[src/rtl/anp_pkg.sv]
// ----------------------------------------------------------------------------
// anp_pkg
// Shared types and constants of the ASCII number parser.
// ----------------------------------------------------------------------------
package anp_pkg;

    localparam int MAX_POSITION_DEF = 255;
    localparam int QUEUE_DEPTH_DEF  = 4;

    localparam int STOP_W  = 8;
    localparam int VALUE_W = 32;
    localparam int DIGIT_W = 6;

    typedef enum logic [1:0] {
        SFX_NONE,
        SFX_K,
        SFX_M,
        SFX_P
    } t_suffix;

    typedef struct packed {
        logic                 is_alnum;
        logic [DIGIT_W-1:0]   digit;
        logic                 is_space;
        logic                 is_minus;
        logic                 is_zero;
        logic                 is_hex_mark;
        logic                 is_bin_mark;
        t_suffix              sfx;
        logic                 last;
    } t_ch_info;

endpackage

[src/rtl/anp_front.sv]
// ----------------------------------------------------------------------------
// anp_front
// Accepts characters, classifies them and tags each beat with its position.
// ----------------------------------------------------------------------------
module anp_front #(
    parameter int MAX_POSITION = anp_pkg::MAX_POSITION_DEF,
    parameter int POS_W        = $clog2(MAX_POSITION + 1)
) (
    input  logic              i_clk,
    input  logic              i_rst_n,
    input  logic              i_valid,
    output logic              o_ready,
    input  logic [7:0]        i_char_code,
    input  logic              i_last_char,
    input  logic              i_queue_ready,
    output logic              o_push,
    output anp_pkg::t_ch_info o_info,
    output logic [POS_W-1:0]  o_pos
);
    import anp_pkg::*;

    localparam logic [7:0] CH_TAB   = 8'h09;
    localparam logic [7:0] CH_CR    = 8'h0D;
    localparam logic [7:0] CH_SPACE = 8'h20;
    localparam logic [7:0] CH_MINUS = 8'h2D;
    localparam logic [7:0] CH_0     = 8'h30;
    localparam logic [7:0] CH_9     = 8'h39;
    localparam logic [7:0] CH_UA    = 8'h41;
    localparam logic [7:0] CH_UZ    = 8'h5A;
    localparam logic [7:0] CH_LA    = 8'h61;
    localparam logic [7:0] CH_LZ    = 8'h7A;
    localparam logic [7:0] CH_UB    = 8'h42;
    localparam logic [7:0] CH_LB    = 8'h62;
    localparam logic [7:0] CH_UK    = 8'h4B;
    localparam logic [7:0] CH_LK    = 8'h6B;
    localparam logic [7:0] CH_UM    = 8'h4D;
    localparam logic [7:0] CH_LM    = 8'h6D;
    localparam logic [7:0] CH_UP    = 8'h50;
    localparam logic [7:0] CH_LP    = 8'h70;
    localparam logic [7:0] CH_UX    = 8'h58;
    localparam logic [7:0] CH_LX    = 8'h78;
    localparam logic [7:0] LOWER_OFS = 8'h57;
    localparam logic [7:0] UPPER_OFS = 8'h37;

    logic [POS_W-1:0] r_pos;
    logic [POS_W-1:0] n_pos;
    logic [7:0]       digit_full;
    logic             push;

    assign o_ready = i_queue_ready;
    assign push    = i_valid && i_queue_ready;
    assign o_push  = push;
    assign o_pos   = r_pos;

    always_comb begin
        digit_full = 8'd0;
        o_info     = '0;
        priority if (i_char_code >= CH_0 && i_char_code <= CH_9) begin
            digit_full      = i_char_code - CH_0;
            o_info.is_alnum = 1'b1;
        end else if (i_char_code >= CH_LA && i_char_code <= CH_LZ) begin
            digit_full      = i_char_code - LOWER_OFS;
            o_info.is_alnum = 1'b1;
        end else if (i_char_code >= CH_UA && i_char_code <= CH_UZ) begin
            digit_full      = i_char_code - UPPER_OFS;
            o_info.is_alnum = 1'b1;
        end else begin
            digit_full = 8'd0;
        end
        o_info.digit       = digit_full[DIGIT_W-1:0];
        o_info.is_space    = (i_char_code == CH_SPACE) ||
                             (i_char_code >= CH_TAB && i_char_code <= CH_CR);
        o_info.is_minus    = (i_char_code == CH_MINUS);
        o_info.is_zero     = (i_char_code == CH_0);
        o_info.is_hex_mark = (i_char_code == CH_LX) || (i_char_code == CH_UX);
        o_info.is_bin_mark = (i_char_code == CH_LB) || (i_char_code == CH_UB);
        priority if (i_char_code == CH_LK || i_char_code == CH_UK) begin
            o_info.sfx = SFX_K;
        end else if (i_char_code == CH_LM || i_char_code == CH_UM) begin
            o_info.sfx = SFX_M;
        end else if (i_char_code == CH_LP || i_char_code == CH_UP) begin
            o_info.sfx = SFX_P;
        end else begin
            o_info.sfx = SFX_NONE;
        end
        o_info.last = i_last_char;
    end

    always_comb begin
        n_pos = r_pos;
        if (push) begin
            if (i_last_char) begin
                n_pos = '0;
            end else if (r_pos != POS_W'(MAX_POSITION)) begin
                n_pos = r_pos + POS_W'(1);
            end
        end
    end

    always_ff @(posedge i_clk) begin
        if (!i_rst_n) begin
            r_pos <= '0;
        end else begin
            r_pos <= n_pos;
        end
    end

endmodule

[src/rtl/anp_fifo.sv]
// ----------------------------------------------------------------------------
// anp_fifo
// Small queue with a registered head stage between front and back.
// ----------------------------------------------------------------------------
module anp_fifo #(
    parameter int DEPTH = anp_pkg::QUEUE_DEPTH_DEF,
    parameter int WIDTH = 8
) (
    input  logic             i_clk,
    input  logic             i_rst_n,
    input  logic             i_push,
    input  logic [WIDTH-1:0] i_data,
    output logic             o_ready,
    output logic             o_valid,
    output logic [WIDTH-1:0] o_data,
    input  logic             i_pop
);
    import anp_pkg::*;

    localparam int AW = (DEPTH > 1) ? $clog2(DEPTH) : 1;
    localparam int CW = $clog2(DEPTH + 1);

    logic [WIDTH-1:0] r_mem [DEPTH];
    logic [AW-1:0]    r_wr_ptr;
    logic [AW-1:0]    r_rd_ptr;
    logic [CW-1:0]    r_count;
    logic [WIDTH-1:0] r_dout;
    logic             r_dout_valid;
    logic [AW-1:0]    n_wr_ptr;
    logic [AW-1:0]    n_rd_ptr;
    logic [CW-1:0]    n_count;
    logic             n_dout_valid;
    logic             load;

    assign o_ready = (r_count != CW'(DEPTH));
    assign o_valid = r_dout_valid;
    assign o_data  = r_dout;
    assign load    = (r_count != '0) && (!r_dout_valid || i_pop);

    always_comb begin
        n_wr_ptr = r_wr_ptr;
        n_rd_ptr = r_rd_ptr;
        if (i_push) begin
            n_wr_ptr = (r_wr_ptr == AW'(DEPTH - 1)) ? '0 : r_wr_ptr + AW'(1);
        end
        if (load) begin
            n_rd_ptr = (r_rd_ptr == AW'(DEPTH - 1)) ? '0 : r_rd_ptr + AW'(1);
        end
        n_count = r_count + CW'(i_push) - CW'(load);
        if (load) begin
            n_dout_valid = 1'b1;
        end else if (i_pop) begin
            n_dout_valid = 1'b0;
        end else begin
            n_dout_valid = r_dout_valid;
        end
    end

    always_ff @(posedge i_clk) begin
        if (i_push) begin
            r_mem[r_wr_ptr] <= i_data;
        end
    end

    always_ff @(posedge i_clk) begin
        if (load) begin
            r_dout <= r_mem[r_rd_ptr];
        end
    end

    always_ff @(posedge i_clk) begin
        if (!i_rst_n) begin
            r_wr_ptr     <= '0;
            r_rd_ptr     <= '0;
            r_count      <= '0;
            r_dout_valid <= 1'b0;
        end else begin
            r_wr_ptr     <= n_wr_ptr;
            r_rd_ptr     <= n_rd_ptr;
            r_count      <= n_count;
            r_dout_valid <= n_dout_valid;
        end
    end

endmodule

[src/rtl/anp_back.sv]
// ----------------------------------------------------------------------------
// anp_back
// Parse state machine: sign, base prefix, digit accumulation, suffix, result.
// ----------------------------------------------------------------------------
module anp_back #(
    parameter int MAX_POSITION = anp_pkg::MAX_POSITION_DEF,
    parameter int POS_W        = $clog2(MAX_POSITION + 1)
) (
    input  logic                         i_clk,
    input  logic                         i_rst_n,
    input  logic                         i_cfg_we,
    input  logic                         i_cfg_wdata,
    input  logic                         i_valid,
    output logic                         o_ready,
    input  anp_pkg::t_ch_info            i_info,
    input  logic [POS_W-1:0]             i_pos,
    output logic                         o_valid,
    input  logic                         i_ready,
    output logic [anp_pkg::VALUE_W-1:0]  o_number_value,
    output logic                         o_overflow_flag,
    output logic [anp_pkg::STOP_W-1:0]   o_stop_position,
    output logic                         o_suffix_used
);
    import anp_pkg::*;

    typedef enum logic [2:0] {
        PH_SPACE,
        PH_SIGN,
        PH_ZERO,
        PH_DIGITS,
        PH_DONE
    } t_phase;

    typedef enum logic [1:0] {
        RX_DEC,
        RX_HEX,
        RX_BIN,
        RX_OCT
    } t_radix;

    localparam logic [VALUE_W-1:0] NEG_LIMIT = 32'h8000_0000;
    localparam logic [STOP_W-1:0]  STOP_MAX  = '1;

    t_phase               r_phase, n_phase;
    t_radix               r_radix, n_radix;
    logic                 r_neg, n_neg;
    logic [VALUE_W-1:0]   r_acc, n_acc;
    logic                 r_ovf, n_ovf;
    logic                 r_suffix_mode;
    logic                 r_o_valid;
    logic [VALUE_W-1:0]   r_o_value;
    logic                 r_o_flag;
    logic [STOP_W-1:0]    r_o_stop;
    logic                 r_o_used;

    logic                 take;
    logic                 to_digit;
    logic [DIGIT_W-1:0]   base;
    logic                 digit_hit;
    logic [VALUE_W+3:0]   acc_x;
    logic [VALUE_W+3:0]   prod;
    logic [VALUE_W:0]     sum;
    logic                 stop_emit;
    logic                 end_emit;
    logic                 emit;
    logic [VALUE_W-1:0]   signed_v;
    logic [VALUE_W-1:0]   scaled_v;
    logic                 flag_v;
    logic                 sfx_apply;
    logic [POS_W-1:0]     pos_inc;
    logic [POS_W-1:0]     stop_p;
    logic [31:0]          stop_ext;
    logic [STOP_W-1:0]    stop_v;

    assign o_ready         = !r_o_valid || i_ready;
    assign take            = i_valid && o_ready;
    assign o_valid         = r_o_valid;
    assign o_number_value  = r_o_value;
    assign o_overflow_flag = r_o_flag;
    assign o_stop_position = r_o_stop;
    assign o_suffix_used   = r_o_used;

    always_comb begin
        n_phase  = r_phase;
        n_radix  = r_radix;
        n_neg    = r_neg;
        n_acc    = r_acc;
        n_ovf    = r_ovf;
        to_digit = 1'b0;

        unique case (r_phase)
            PH_SPACE, PH_SIGN: begin
                priority if (r_phase == PH_SPACE && i_info.is_space) begin
                    n_phase = r_phase;
                end else if (i_info.is_minus) begin
                    n_neg   = ~r_neg;
                    n_phase = PH_SIGN;
                end else if (i_info.is_zero) begin
                    n_phase = PH_ZERO;
                end else begin
                    n_radix  = RX_DEC;
                    n_phase  = PH_DIGITS;
                    to_digit = 1'b1;
                end
            end
            PH_ZERO: begin
                n_phase = PH_DIGITS;
                priority if (i_info.is_hex_mark) begin
                    n_radix = RX_HEX;
                end else if (i_info.is_bin_mark) begin
                    n_radix = RX_BIN;
                end else begin
                    n_radix  = RX_OCT;
                    to_digit = 1'b1;
                end
            end
            PH_DIGITS: to_digit = 1'b1;
            default:   to_digit = 1'b0;
        endcase

        acc_x = {4'b0, r_acc};
        unique case (n_radix)
            RX_DEC: begin
                base = DIGIT_W'(10);
                prod = (acc_x << 3) + (acc_x << 1);
            end
            RX_HEX: begin
                base = DIGIT_W'(16);
                prod = acc_x << 4;
            end
            RX_BIN: begin
                base = DIGIT_W'(2);
                prod = acc_x << 1;
            end
            default: begin
                base = DIGIT_W'(8);
                prod = acc_x << 3;
            end
        endcase
        sum       = {1'b0, prod[VALUE_W-1:0]} + (VALUE_W+1)'(i_info.digit);
        digit_hit = to_digit && i_info.is_alnum && (i_info.digit < base);
        if (digit_hit) begin
            n_acc = sum[VALUE_W-1:0];
            n_ovf = r_ovf || (|prod[VALUE_W+3:VALUE_W]) || sum[VALUE_W];
        end

        stop_emit = to_digit && !digit_hit;
        end_emit  = !stop_emit && i_info.last && (r_phase != PH_DONE);
        emit      = stop_emit || end_emit;

        signed_v  = n_neg ? (VALUE_W'(0) - n_acc) : n_acc;
        flag_v    = n_ovf || (n_neg && (n_acc == NEG_LIMIT));
        sfx_apply = stop_emit && r_suffix_mode && (i_info.sfx != SFX_NONE);
        unique case (i_info.sfx)
            SFX_K:   scaled_v = signed_v << 10;
            SFX_M:   scaled_v = signed_v << 20;
            SFX_P:   scaled_v = signed_v << 12;
            default: scaled_v = signed_v;
        endcase
        if (!sfx_apply) begin
            scaled_v = signed_v;
        end

        pos_inc  = (i_pos == POS_W'(MAX_POSITION)) ? i_pos : i_pos + POS_W'(1);
        stop_p   = (end_emit || sfx_apply) ? pos_inc : i_pos;
        stop_ext = 32'(stop_p);
        stop_v   = (stop_ext > 32'(STOP_MAX)) ? STOP_MAX : stop_ext[STOP_W-1:0];

        if (i_info.last) begin
            n_phase = PH_SPACE;
            n_neg   = 1'b0;
            n_radix = RX_DEC;
            n_acc   = '0;
            n_ovf   = 1'b0;
        end else if (emit) begin
            n_phase = PH_DONE;
        end
    end

    always_ff @(posedge i_clk) begin
        if (!i_rst_n) begin
            r_phase       <= PH_SPACE;
            r_radix       <= RX_DEC;
            r_neg         <= 1'b0;
            r_acc         <= '0;
            r_ovf         <= 1'b0;
            r_suffix_mode <= 1'b0;
            r_o_valid     <= 1'b0;
        end else begin
            if (i_cfg_we) begin
                r_suffix_mode <= i_cfg_wdata;
            end
            if (take) begin
                r_phase <= n_phase;
                r_radix <= n_radix;
                r_neg   <= n_neg;
                r_acc   <= n_acc;
                r_ovf   <= n_ovf;
            end
            if (take && emit) begin
                r_o_valid <= 1'b1;
                r_o_value <= scaled_v;
                r_o_flag  <= flag_v;
                r_o_stop  <= stop_v;
                r_o_used  <= sfx_apply;
            end else if (i_ready) begin
                r_o_valid <= 1'b0;
            end
        end
    end

endmodule

[src/rtl/ascii_number_parser_top.sv]
// ----------------------------------------------------------------------------
// ascii_number_parser_top
// Character-stream integer parser with base prefixes and size suffixes.
//
//   channel   direction  handshake            payload
//   chars     in         i_valid / o_ready    i_char_code, i_last_char
//   result    out        o_valid / i_ready    o_number_value, o_overflow_flag,
//                                             o_stop_position, o_suffix_used
//   config    in         i_cfg_we             i_cfg_wdata (suffix mode)
//
// One character per cycle sustained while the queue has room; the digit step uses shifts and adds.
// The beat that ends a number passes the queue and the head register before the parser registers its result.
// The classifier and the parser are split by a QUEUE_DEPTH entry queue plus
// a head register; o_ready drops only while that queue is full.
// Synchronous active-low reset clears parse state, queue and suffix mode.
// ----------------------------------------------------------------------------
module ascii_number_parser_top #(
    parameter int MAX_POSITION = anp_pkg::MAX_POSITION_DEF,
    parameter int QUEUE_DEPTH  = anp_pkg::QUEUE_DEPTH_DEF
) (
    input  logic                         i_clk,
    input  logic                         i_rst_n,
    input  logic                         i_cfg_we,
    input  logic                         i_cfg_wdata,
    input  logic                         i_valid,
    output logic                         o_ready,
    input  logic [7:0]                   i_char_code,
    input  logic                         i_last_char,
    output logic                         o_valid,
    input  logic                         i_ready,
    output logic [anp_pkg::VALUE_W-1:0]  o_number_value,
    output logic                         o_overflow_flag,
    output logic [anp_pkg::STOP_W-1:0]   o_stop_position,
    output logic                         o_suffix_used
);
    import anp_pkg::*;

    localparam int POS_W = $clog2(MAX_POSITION + 1);
    localparam int QW    = $bits(t_ch_info) + POS_W;

    logic             queue_ready;
    logic             push;
    t_ch_info         front_info;
    logic [POS_W-1:0] front_pos;
    logic             head_valid;
    logic [QW-1:0]    head_data;
    logic             back_ready;
    t_ch_info         back_info;
    logic [POS_W-1:0] back_pos;

    anp_front #(
        .MAX_POSITION (MAX_POSITION),
        .POS_W        (POS_W)
    ) u_front (
        .i_clk         (i_clk),
        .i_rst_n       (i_rst_n),
        .i_valid       (i_valid),
        .o_ready       (o_ready),
        .i_char_code   (i_char_code),
        .i_last_char   (i_last_char),
        .i_queue_ready (queue_ready),
        .o_push        (push),
        .o_info        (front_info),
        .o_pos         (front_pos)
    );

    anp_fifo #(
        .DEPTH (QUEUE_DEPTH),
        .WIDTH (QW)
    ) u_fifo (
        .i_clk   (i_clk),
        .i_rst_n (i_rst_n),
        .i_push  (push),
        .i_data  ({front_info, front_pos}),
        .o_ready (queue_ready),
        .o_valid (head_valid),
        .o_data  (head_data),
        .i_pop   (head_valid && back_ready)
    );

    assign back_info = t_ch_info'(head_data[QW-1:POS_W]);
    assign back_pos  = head_data[POS_W-1:0];

    anp_back #(
        .MAX_POSITION (MAX_POSITION),
        .POS_W        (POS_W)
    ) u_back (
        .i_clk           (i_clk),
        .i_rst_n         (i_rst_n),
        .i_cfg_we        (i_cfg_we),
        .i_cfg_wdata     (i_cfg_wdata),
        .i_valid         (head_valid),
        .o_ready         (back_ready),
        .i_info          (back_info),
        .i_pos           (back_pos),
        .o_valid         (o_valid),
        .i_ready         (i_ready),
        .o_number_value  (o_number_value),
        .o_overflow_flag (o_overflow_flag),
        .o_stop_position (o_stop_position),
        .o_suffix_used   (o_suffix_used)
    );

endmodule

[config.mk]
export PLATFORM = sky130hd
export DESIGN_NAME = ascii_number_parser_top
export DESIGN_NICKNAME = d
export VERILOG_FILES = /design/src/rtl/anp_pkg.sv /design/src/rtl/anp_front.sv /design/src/rtl/anp_fifo.sv /design/src/rtl/anp_back.sv /design/src/rtl/ascii_number_parser_top.sv
export SDC_FILE = /design/constraint.sdc
export NUM_CORES = 1
export LEC_CHECK = 0
export ABC_AREA = 1
export BUFFER_PORTS_ARGS = -buffer_cell sky130_fd_sc_hd__buf_4
export CAP_MARGIN = 20
export CELL_PAD_IN_SITES_DETAIL_PLACEMENT = 0
export CELL_PAD_IN_SITES_GLOBAL_PLACEMENT = 1
export CORE_MARGIN = 2
export CORE_UTILIZATION = 34
export CTS_BUF_LIST = sky130_fd_sc_hd__clkbuf_4 sky130_fd_sc_hd__clkbuf_8
export CTS_CLUSTER_SIZE = 20
export DETAILED_ROUTE_END_ITERATION = 12
export GPL_TIMING_DRIVEN = 0
export PLACE_DENSITY_LB_ADDON = 0.12
export SLEW_MARGIN = 40
export SYNTH_ARGS = -nofsm -noshare
export SYNTH_HDL_FRONTEND = slang
export SYNTH_SLANG_ARGS = --single-unit
[constraint.sdc]
create_clock -name i_clk -period 6.8 [get_ports i_clk]
set_clock_uncertainty 0.05 [all_clocks]
set_input_delay 0.34 -clock i_clk [delete_from_list [all_inputs] [get_ports i_clk]]
set_output_delay 0.34 -clock i_clk [all_outputs]
set_load 0.05 [all_outputs]
### After elaboration in Yosys (flattened, before gate mapping)

Memories as Yosys holds them, arrays and structs flattened. A register that Yosys moved wholly into a read port is not among the register bits.
Cells that the tools add are included.

* memory bits (writable): 92
* input port bits: 15
* logic and storage cells: 168
* memories kept: 1
* output and inout bits: 44
* flip-flop bits (word level): 99

* add/sub/neg operators: 12
* eq/ne operators: 29
* magnitude comparators: 9
* multiplexer cells: 53
* reduce and logical (&&, ||, !) cells: 47
* bitwise gates (word level): 1

Memory list
* u_fifo.r_mem: depth 4, bits a word 23, rd ports 1, clocked after memory_dff 1, write ports 1, RTL line anp_fifo.sv:23 `logic [WIDTH-1:0] r_mem [DEPTH];`

Operators with widths (number)
* $mux 32: 4
* $pmux 36 s3: 1
* $pmux 32 s3: 1
* $eq 8x7->1 const B: 10
* $add 35x33->36: 1
* $add 32x6->33: 1
* $eq 32x32->1 const B: 1
* $mux 8: 4
* $sub 1x32->32 const A: 1
* $eq 8x6->1 const B: 3
* $mux 1: 22
* $mux 2: 10
* $mux 6: 3
* $logic_and 1x1->1: 17
* $add 8x1->8 const B: 2
* $ge 8x7->1 const B: 2
* $le 8x7->1 const B: 2
* $pmux 5 s3: 1
* $logic_or 1x1->1: 13
* $mux 3: 4
* $sub 6x6->6 const B: 2
* $eq 2x2->1 const B: 5
* $eq 8x8->1 const B: 1
* $ge 8x4->1 const B: 1
* other kinds (28): 39

### Depth between registers and ports, before layout

Gate-level depths: netlist of run 1.

* word-level depth: 16
* mapped depth: 42

### By module

Synthesis of run 1 repeated with hierarchy kept, for this count alone.

* cells, all modules: 2065
* area total of the unflattened synthesis: 14831.7 um2

By module, submodules not included
* anp_back: seq. area each 2082.0 um2, times used 1, cells each 1562, area an instance 9182.6 um2
* anp_fifo: seq. area each 3613.5 um2, times used 1, cells each 311, area an instance 4600.7 um2
* anp_front: seq. area each 160.2 um2, times used 1, cells each 190, area an instance 1041.0 um2
* ascii_number_parser_top: seq. area each 0.0 um2, times used 1, cells each 2, area an instance 7.5 um2

### Worst setup path before layout of run 1

No wires, ideal clock.

* path kind: register to register
* from: register u_back.r_phase[2]
* to: register u_back.r_o_value[0] (netlist: u_back.o_number_value[0]) (enable)
* buffers on the path: 3
* period minus slack after synthesis: 5.249 ns
* required time: 6.308 ns
* stages on the path, launching flop included: 24
* path slack: 1.551 ns
* library setup time: 0.442 ns
* arrival: 4.758 ns
* path through: dfxtp_1 > nor2_1 > nand3_2 > nand3_1 > nand2_1 > nand2_1 > nand2_1 > nand2_1 > inv_1 > ha_1 > buf_4 > inv_2 > ha_1 > inv_1 > nor2_1 > a21boi_0 > nand3_4 > buf_6 > buf_4 > nand2_1 > nand3_1 > nand2_1 > nand2_1 > nor2_1

* cells in the longest elaborated chain, start to end: 16
* elaborated cells on any way between the ends: 26
* those cells by class: order compare: 1; eq/ne: 6; mux: 5; reduce/logical: 14

Ends and longest elaborated chain
* start: declaration: RTL line anp_back.sv:44 `t_phase r_phase, n_phase;`
* start signal: assignment: RTL line anp_back.sv:194 `r_phase <= n_phase;`
* $logic_not 3->1: RTL line anp_back.sv:91, anp_back.sv:93
* $logic_and 1x1->1: RTL line anp_back.sv:93 `priority if (r_phase == PH_SPACE && i_info.is_space) begin`
* $mux 2: RTL line anp_back.sv:93
* $pmux 2 s2: RTL line anp_back.sv:91 `unique case (r_phase)`
* $eq 2x2->1 (tied with other cells): RTL line anp_back.sv:122 `unique case (n_radix)`
* $pmux 5 s3: RTL line anp_back.sv:122
* $lt 6x5->1: RTL line anp_back.sv:141 `digit_hit = to_digit && i_info.is_alnum && (i_info.digit < base);`
* $logic_and 1x1->1: RTL line anp_back.sv:141
* $logic_not 1->1: RTL line anp_back.sv:147 `stop_emit = to_digit && !digit_hit;`
* $logic_and 1x1->1: RTL line anp_back.sv:147
* $logic_not 1->1: RTL line anp_back.sv:148 `end_emit = !stop_emit && i_info.last && (r_phase != PH_DONE);`
* $logic_and 1x1->1 (2 in a row): RTL line anp_back.sv:148
* $logic_or 1x1->1 *: RTL line anp_back.sv:149 `emit = stop_emit || end_emit;`
* $logic_and 1x1->1 *: RTL line anp_back.sv:200 `if (take && emit) begin`
* $reduce_and 2->1 (no line) *
* end signal: assignment: RTL line anp_back.sv:202 `r_o_value <= scaled_v;`
* end: declaration: RTL line anp_back.sv:51 `logic [VALUE_W-1:0] r_o_value;`

Mark *: on every way between the ends. The rest lies on a longest branch, timed or not.
A chain may end at the register's enable or synchronous reset.

### Final worst setup path of run 1

* from: register u_back.r_phase[2]
* to: register u_back.r_o_value[30] (netlist: u_back.o_number_value[30]) (data pin)

* cells in the longest elaborated chain, start to end: 13
* elaborated cells on any way between the ends: 30
* those cells by class: add/sub: 2; order compare: 1; eq/ne: 5; mux: 12; reduce/logical: 10

Ends and longest elaborated chain
* branches (longest 12 deep; another with $add 32x6->33)
* $mux 32 *: RTL line anp_back.sv:160 `if (!sfx_apply) begin`
* named net u_back.scaled_v[30]: RTL line anp_back.sv:67 `logic [VALUE_W-1:0] scaled_v;`

Mark *: on every way through the listed nets, which the timed path passes.

==> results.txt, run 1 <==
status - complete, no violations
die width - 212.0 µm
Clk Latency, worst-skew pair - 540 ps
GR Util All Layers - 20.36%
Synth Area per Inst - 7.242 µm²
fin. max-slew vios - 0
GR Overflow Total - 0
largest net degree at the start of global routing - 25
DR pass1 iterations - 5
endpoints failing setup - 0
Worst setup SP type - flop
met3 wire length - 1689 µm
DR iter-0 viols - 769
Antenna diodes - 0
total net switching power - 2.474 mW
highest metal layer with signal wires - met4
Core ar. - 0.04289 mm²
total CTS buffers - 37
LEAKAGE - 7.414 nW
Via density - 4.939
synth unique cells - 59
Die ar. - 0.04494 mm²
Reg power frac - 34.0%
met2 routed WL - 22,910 µm
Seq cells post-synth - 214
Final Hold Fails - 0
period utilization - 89.58%
commonest non-fill, non-tap cell in the layout - nand2_1
Min Hold Slack - 53.29 ps
fin crit period - 6091 ps
Fillers - 4,571
CP endpoint kind - flop
postcts setup bufs - 0
placed cells - 2,679
max-cap check violation count - 0
VDD IR max - 239.4 µV
Vias - 13,550
post-route ant nets - 0
metal1 wirelength - 19,710 µm
Top-Level Pins - 59
die height - 212.0 µm
Detail Placement HPWL - 35,630 µm
synth warn - 0
GP Congestion - 0.8765
pre-CTS setup slack - 104.6 ps
sequential area share after synthesis - 39.81%
number of flops mapped to enable cells by yosys - 157
drt wl/cell - 16.36 µm
number of global-route vias before repair - 13,240
clk slew on worst S/H paths - 60 ps
crit path max fanout - 10
fmax - 164.2 MHz
initial antenna violation count - 0
critical path class - flop to flop
WP data arrival - 6330 ps
layout cells sized above 1 - 10.06%
total internal power - 3.086 mW
H-tree level count - 2
clk buf depth - 3
cell mode on critical path - nand2_1
Port Buf Inserts - 57
Area Overhead vs Synth - 13.91%
P per Cell Area - 331.8 mW/mm²
RSZ-0062 raised after global routing - no
first-pass GRT wire length - 71,610 µm
Post-Layout Cell Count - 2,743
DRC - 0
Slew HR - 40.76%
clock root buffer - clkbuf_8
setup ws final - 708.8 ps
actual slew at the worst max-slew pin - 879.3 ps
gate count after technology mapping - 2,031
drt total wl - 44,880 µm
Worst EP required - 7040 ps
Post-Route Setup TNS - 0 ps
R2R setup slack - 710 ps
Most used DFF post-synth - edfxtp_1
Std-Cell Rows - 76
Synth Net Count - 2,109
Worst Hold Class - input port to flop
Mapped Area - 0.01471 mm²
clock sink total - 214
CTS tree - built
CP max stage delay - 500 ps
Logic pwr share - 45.9%
Clock power frac - 20.1%
ys async rst share - 0%
sw frac - 44.50%
commonest cells after routing, fill and taps aside - 570 x nand2_1, 256 x inv_1, 226 x nor2_1, 159 x nand3_1, 157 x edfxtp_1
CP max-delay cell - dfxtp_1
Starting Density - 34.30%
Final nets - 2,212
repair_timing:
item | in CTS | in global routing
setup endpoints to repair | 0 | 23
endpoints found under the hold margin | 5 | 0
hold buffers | 3 | 0
gates resized for setup | 0 | 10
cells in the mapped netlist, drive strengths merged, types with 2 or more instances:
cell type | instances | area [µm²]
o22ai | 39 | 244.0
or2 | 15 | 93.84
a31o | 2 | 17.52
edfxtp | 157 | 4715
o32ai | 2 | 17.52
a21oi | 110 | 584.3
nor2 | 245 | 994.7
o21ai | 125 | 648.1
nand4 | 32 | 200.2
nand3b | 10 | 75.07
nor4 | 2 | 12.51
a21o | 2 | 15.01
o221ai | 6 | 52.55
nand3 | 167 | 898.4
clkinv | 3 | 11.26
o21bai | 2 | 15.01
inv | 264 | 990.9
xor2 | 19 | 166.4
ha | 60 | 750.7
xnor2 | 4 | 35.03
a211oi | 3 | 22.52
clkbuf | 43 | 161.4
nor3 | 16 | 96.35
nand2 | 585 | 2238
a221oi | 23 | 201.4
a22oi | 2 | 15.01
fa | 3 | 60.06
a31oi | 4 | 25.02
dfxtp | 57 | 1141
buf | 14 | 88.83
o211ai | 5 | 37.54
metrics by stage:
stage,power (mW),instance area [µm²],utilization [%]
final,5.560,16750,39.07
after detailed placement,4.491,16020,37.36
after global placement,4.448,15870,37.00
after CTS,5.634,16750,39.06
after floorplan,3.682,14710,-
after global routing,6.028,16750,39.07
area by class of cell:
type | count | area, µm² | share of cell area, %
multi-input cells | 1493 | 7637 | 45.59
clock buffers | 52 | 640.6 | 3.824
repair buffers | 66 | 573.1 | 3.420
inverters | 267 | 1006 | 6.004
clock inverters | 11 | 60.06 | 0.3585
well taps | 585 | 732.0 | 4.369
flip-flops and latches | 214 | 5856 | 34.95
plain buffers | 55 | 249.0 | 1.486
worst max-delay path, delay by kind of cell (launching register included):
| family | cells | cell delay (ps) |
|---|---|---|
| and+or+nand+nor | 26 | 2940 |
| adders and majority gates | 2 | 340 |
| DFF | 1 | 500 |
| buffers and inverters | 6 | 1250 |
| AOI/OAI and AO/OA | 4 | 740 |
power groups by stage:
| stage | Sequential [mW] | Clock (mW) | Combinational (mW) |
|---|---|---|---|
| after floorplan | 2.08 | 0 | 1.60 |
| after global routing | 1.91 | 1.22 | 2.89 |
| final | 1.89 | 1.12 | 2.55 |
| after CTS | 1.89 | 1.16 | 2.58 |
| after global placement | 1.93 | 0 | 2.52 |
| after detailed placement | 1.92 | 0 | 2.57 |
logic make-up after synthesis:
family                     after synthesis  share of synthesized area (%)
buffers and inverters                  324                          8.515
xor gates and xnor gates                23                          1.370
AOI/OAI and AO/OA                      332                          13.31
DFF                                    214                          39.81
and+or+nand+nor                       1075                          31.48
adders and majority gates               63                          5.513
sequential cells by signal (all words and copies together) (netlist names):
| signal | flops |
|---|---|
| u_back.r_acc | 32 |
| u_fifo.r_wr_ptr | 2 |
| u_fifo.o_valid | 1 |
| u_fifo.r_rd_ptr | 2 |
| u_back.r_neg | 1 |
| u_back.o_stop_position | 8 |
| u_back.r_phase | 3 |
| u_fifo.r_count | 3 |
| u_back.o_valid | 1 |
| u_back.r_suffix_mode | 1 |
| u_back.r_radix | 2 |
| u_back.o_overflow_flag | 1 |
| u_fifo.r_mem | 92 |
| u_front.o_pos | 8 |
| u_back.r_ovf | 1 |
| u_back.o_number_value | 32 |
| u_back.o_suffix_used | 1 |
| u_fifo.o_data | 23 |
worst paths after layout:
check	end	startpoint	cells past startpoint
worst max-delay path	u_back.o_number_value[30]	u_back.r_phase[2]	38
worst min-delay path	u_back.o_valid	i_ready	4
worst max register to register	u_back.o_number_value[30]	u_back.r_phase[2]	38
worst min register to register	u_back.r_radix[0]	u_back.r_radix[0]	2
routing by layer:
| layer | vias up | global-route usage [%] |
|---|---|---|
| met1 | 6263 | 25.42 |
| met4 | 0 | 3.983 |
| met2 | 268 | 37.69 |
| li1 | 6976 | - |
| met3 | 40 | 2.393 |
| met5 | - | 0 |
Note: power is estimated with default switching activity, not from simulation.
==> run 2: changes to the inputs <==
Settings changed: ABC_AREA 1 to not set.
==> results.txt, run 2 <==
Synth Area per Inst - 9.717 µm²
period utilization - 96.11%
Hold Path Origin - i_ready
critical path class - flop to flop
Worst Hold Class - input port to flop
Detail Placement HPWL - 34,960 µm
Mapped Area - 0.01473 mm²
H-tree level count - 2
post-synthesis adder-cell area fraction - 5.504%
FF/Latch Area - 0.005862 mm²
actual slew at the worst max-slew pin - 755.1 ps
pre-CTS setup slack - -1740 ps
post-route ant nets - 0
Vias - 12,380
layout cells sized above 1 - 17.31%
die height - 212.2 µm
initial antenna violation count - 0
max reg flops - 92
Area Overhead vs Synth - 15.17%
Synth Area in XOR/XNOR - 4.510%
endpoints failing setup - 0
CP max-delay cell - or4_4
Final nets - 1,701
Worst EP required - 7030 ps
synth warn - 0
max-cap check violation count - 0
total CTS buffers - 38
Antenna diodes - 0
area of the multi-input gates - 0.008369 mm²
R2R setup slack - 260 ps
Hold Path Sink - u_fifo.o_valid
drt wl/cell - 20.55 µm
gate count after technology mapping - 1,516
Most used DFF post-synth - edfxtp_1
CP endpoint kind - flop
hold depth - 4
Worst setup SP type - flop
number of flops mapped to enable cells by yosys - 157
multiplexer share of the synthesized area - 5.521%
Cell Chain, Critical Path - nor2_2 > a21oi_1 > o21ai_0 > o21ai_2 > inv_1 > ha_1 > clkbuf_2 > inv_2 > ha_1 > a211oi_1 > nand2_1 > nor3_1 > a31o_2 > clkbuf_8 > mux2i_1 > ha_1 > o21a_1 > o21ai_0 > nand4b_1 > or4_4 > nor3b_2 > a31oi_1 > xnor2_1 > a21oi_1
fin. max-slew vios - 0
setup ws final - 264.7 ps
sequential area share after synthesis - 39.75%
LEAKAGE - 6.240 nW
synth unique cells - 108
first-pass GRT wire length - 71,510 µm
fmax - 153.0 MHz
Final Cell Area - 0.01697 mm²
status - complete, no violations
area leader, netlist - edfxtp_1
r2r startpoint - u_fifo.o_data[14]
clock root buffer - clkbuf_8
largest net degree at the start of global routing - 44
DRC - 0
main combinational cell family by area after synthesis - compound AO/OA/AOI/OAI gates
Slew HR - 49.30%
clk slew on worst S/H paths - 60 ps
CTS tree - built
die width - 212.2 µm
share of the synthesized area in the top cell type - 32.00%
Fillers - 4,349
Largest Register - u_fifo.r_mem
most numerous cell in the Yosys netlist - edfxtp_1
VDD IR max - 170.6 µV
P per Cell Area - 285.1 mW/mm²
Placed Area - 0.01592 mm²
main area contributors after synthesis - edfxtp_1 32%, dfxtp_1 7.7%, ha_1 5.1%
Synth Net Count - 1,594
Port Buf Inserts - 56
crit path max fanout - 10
worst reg2reg path depth - 24
GR Util All Layers - 20.47%
commonest non-fill, non-tap cell in the layout - edfxtp_1
DR pass1 iterations - 5
compound-gate portion of the synthesized area - 20.44%
Std-Cell Rows - 76
power consumption - 4.837 mW
most frequent cells after synthesis - 157 x edfxtp_1, 127 x nand2_1, 122 x nor2_1
ys async rst share - 0%
Core ar. - 0.04289 mm²
clock sink total - 214
DR iter-0 viols - 920
Top-Level Pins - 59
WP data arrival - 6760 ps
Final Hold Fails - 0
fin crit period - 6535 ps
Reg-to-Reg End - u_back.o_number_value[28]
Die ar. - 0.04501 mm²
commonest cells after routing, fill and taps aside - 157 x edfxtp_1, 127 x nand2_1, 121 x nor2_1, 104 x a21oi_1, 86 x o21ai_0
GR Overflow Total - 0
simple-gate share of the synthesized area - 19.84%
Via density - 5.533
Starting Density - 34.35%
Clk Latency, worst-skew pair - 570 ps
clk buf depth - 3
CP max stage delay - 580 ps
GP Congestion - 0.8889
Seq cells post-synth - 214
number of global-route vias before repair - 12,240
cell mode on critical path - ha_1
drt total wl - 45,980 µm
-- run 2: changes by cell type in the layout (fill, tap and decap cells not counted), sizes merged, moves of 23 or more --
cell   previous run  this run
inv             265        47
mux2i             0        25
o21ai           125        98
and2              1        31
mux4              0        23
nand2           585       128
nand3           167        42
nor2            245       123
nor2b             0        39
xnor2             4        46
-- run 2: cell families after synthesis --
family	Yosys count
compound gates	444
xor+xnor	75
flops	214
buf+inv	127
simple gates	541
fa+ha+maj	63
mux	52
-- run 2: worst max path at each step --
stage | startpoint | to | slack (ps) | depth (start not counted)
finish | u_fifo.o_data[14] | u_back.o_number_value[28] | 260 | 24
global route | u_fifo.o_data[14] | u_back.o_number_value[26] | -40 | 24
CTS | u_fifo.o_data[11] | u_back.o_number_value[31] | 10 | 26
detailed placement | u_back.r_phase[0] | u_back.o_number_value[31] | -1740 | 27
global placement | u_back.r_phase[0] | u_back.o_number_value[31] | -1700 | 27
floorplan | u_back.r_phase[0] | u_back.o_number_value[31] | 250 | 29
-- run 2: stage by stage --
step                util [%]  instances  TNS [ps]  hold slack [ps]
floorplan                  -       1516         0            388.9
CTS                    39.19       2231         0            53.71
global placement       37.04       2157    -40410            426.9
detailed placement     37.13       2158    -41180            451.3
finish                 39.56       2237         0            76.15
global route           39.56       2237    -62.55            113.6
-- run 2: critical path, delay by kind of cell (launching register included) --
kind / cells / cell delay [ps]
compound gates: 9 / 1580
xor+xnor: 1 / 190
fa+ha+maj: 3 / 900
buf+inv: 4 / 880
flops: 1 / 420
mux: 1 / 440
simple gates: 6 / 1780
-- run 2: what timing repair did --
item | in CTS | in global routing
hold endpoints to repair | 5 | 0
hold buffers | 3 | 0
setup endpoints to repair | 47 | 16
setup buffers | 6 | 11
gates resized for setup | 16 | 22
pin swaps | 3 | 12
-- run 2: area by class of cell --
class	count	area share [%]
Timing Repair Buffer	77	3.496
Tap cell	585	4.314
Inverter	46	1.018
Buffer	71	2.692
Multi-Input combinational cell	1175	49.33
Clock buffer	55	4.093
Clock inverter	14	0.5088
Sequential cell	214	34.55
-- run 2: report_power, final --
group | switching [mW] | internal, mW
sequential | 0.131 | 1.68
clock | 0.551 | 0.665
combinational | 1.16 | 0.652
-- run 2: per-layer routing --
layer | track usage, % | share of wire [%]
met3 | 2.496 | 3.6
met2 | 36.50 | 51
met5 | 0 | 0
met1 | 26.22 | 44
met4 | 5.124 | 1.8
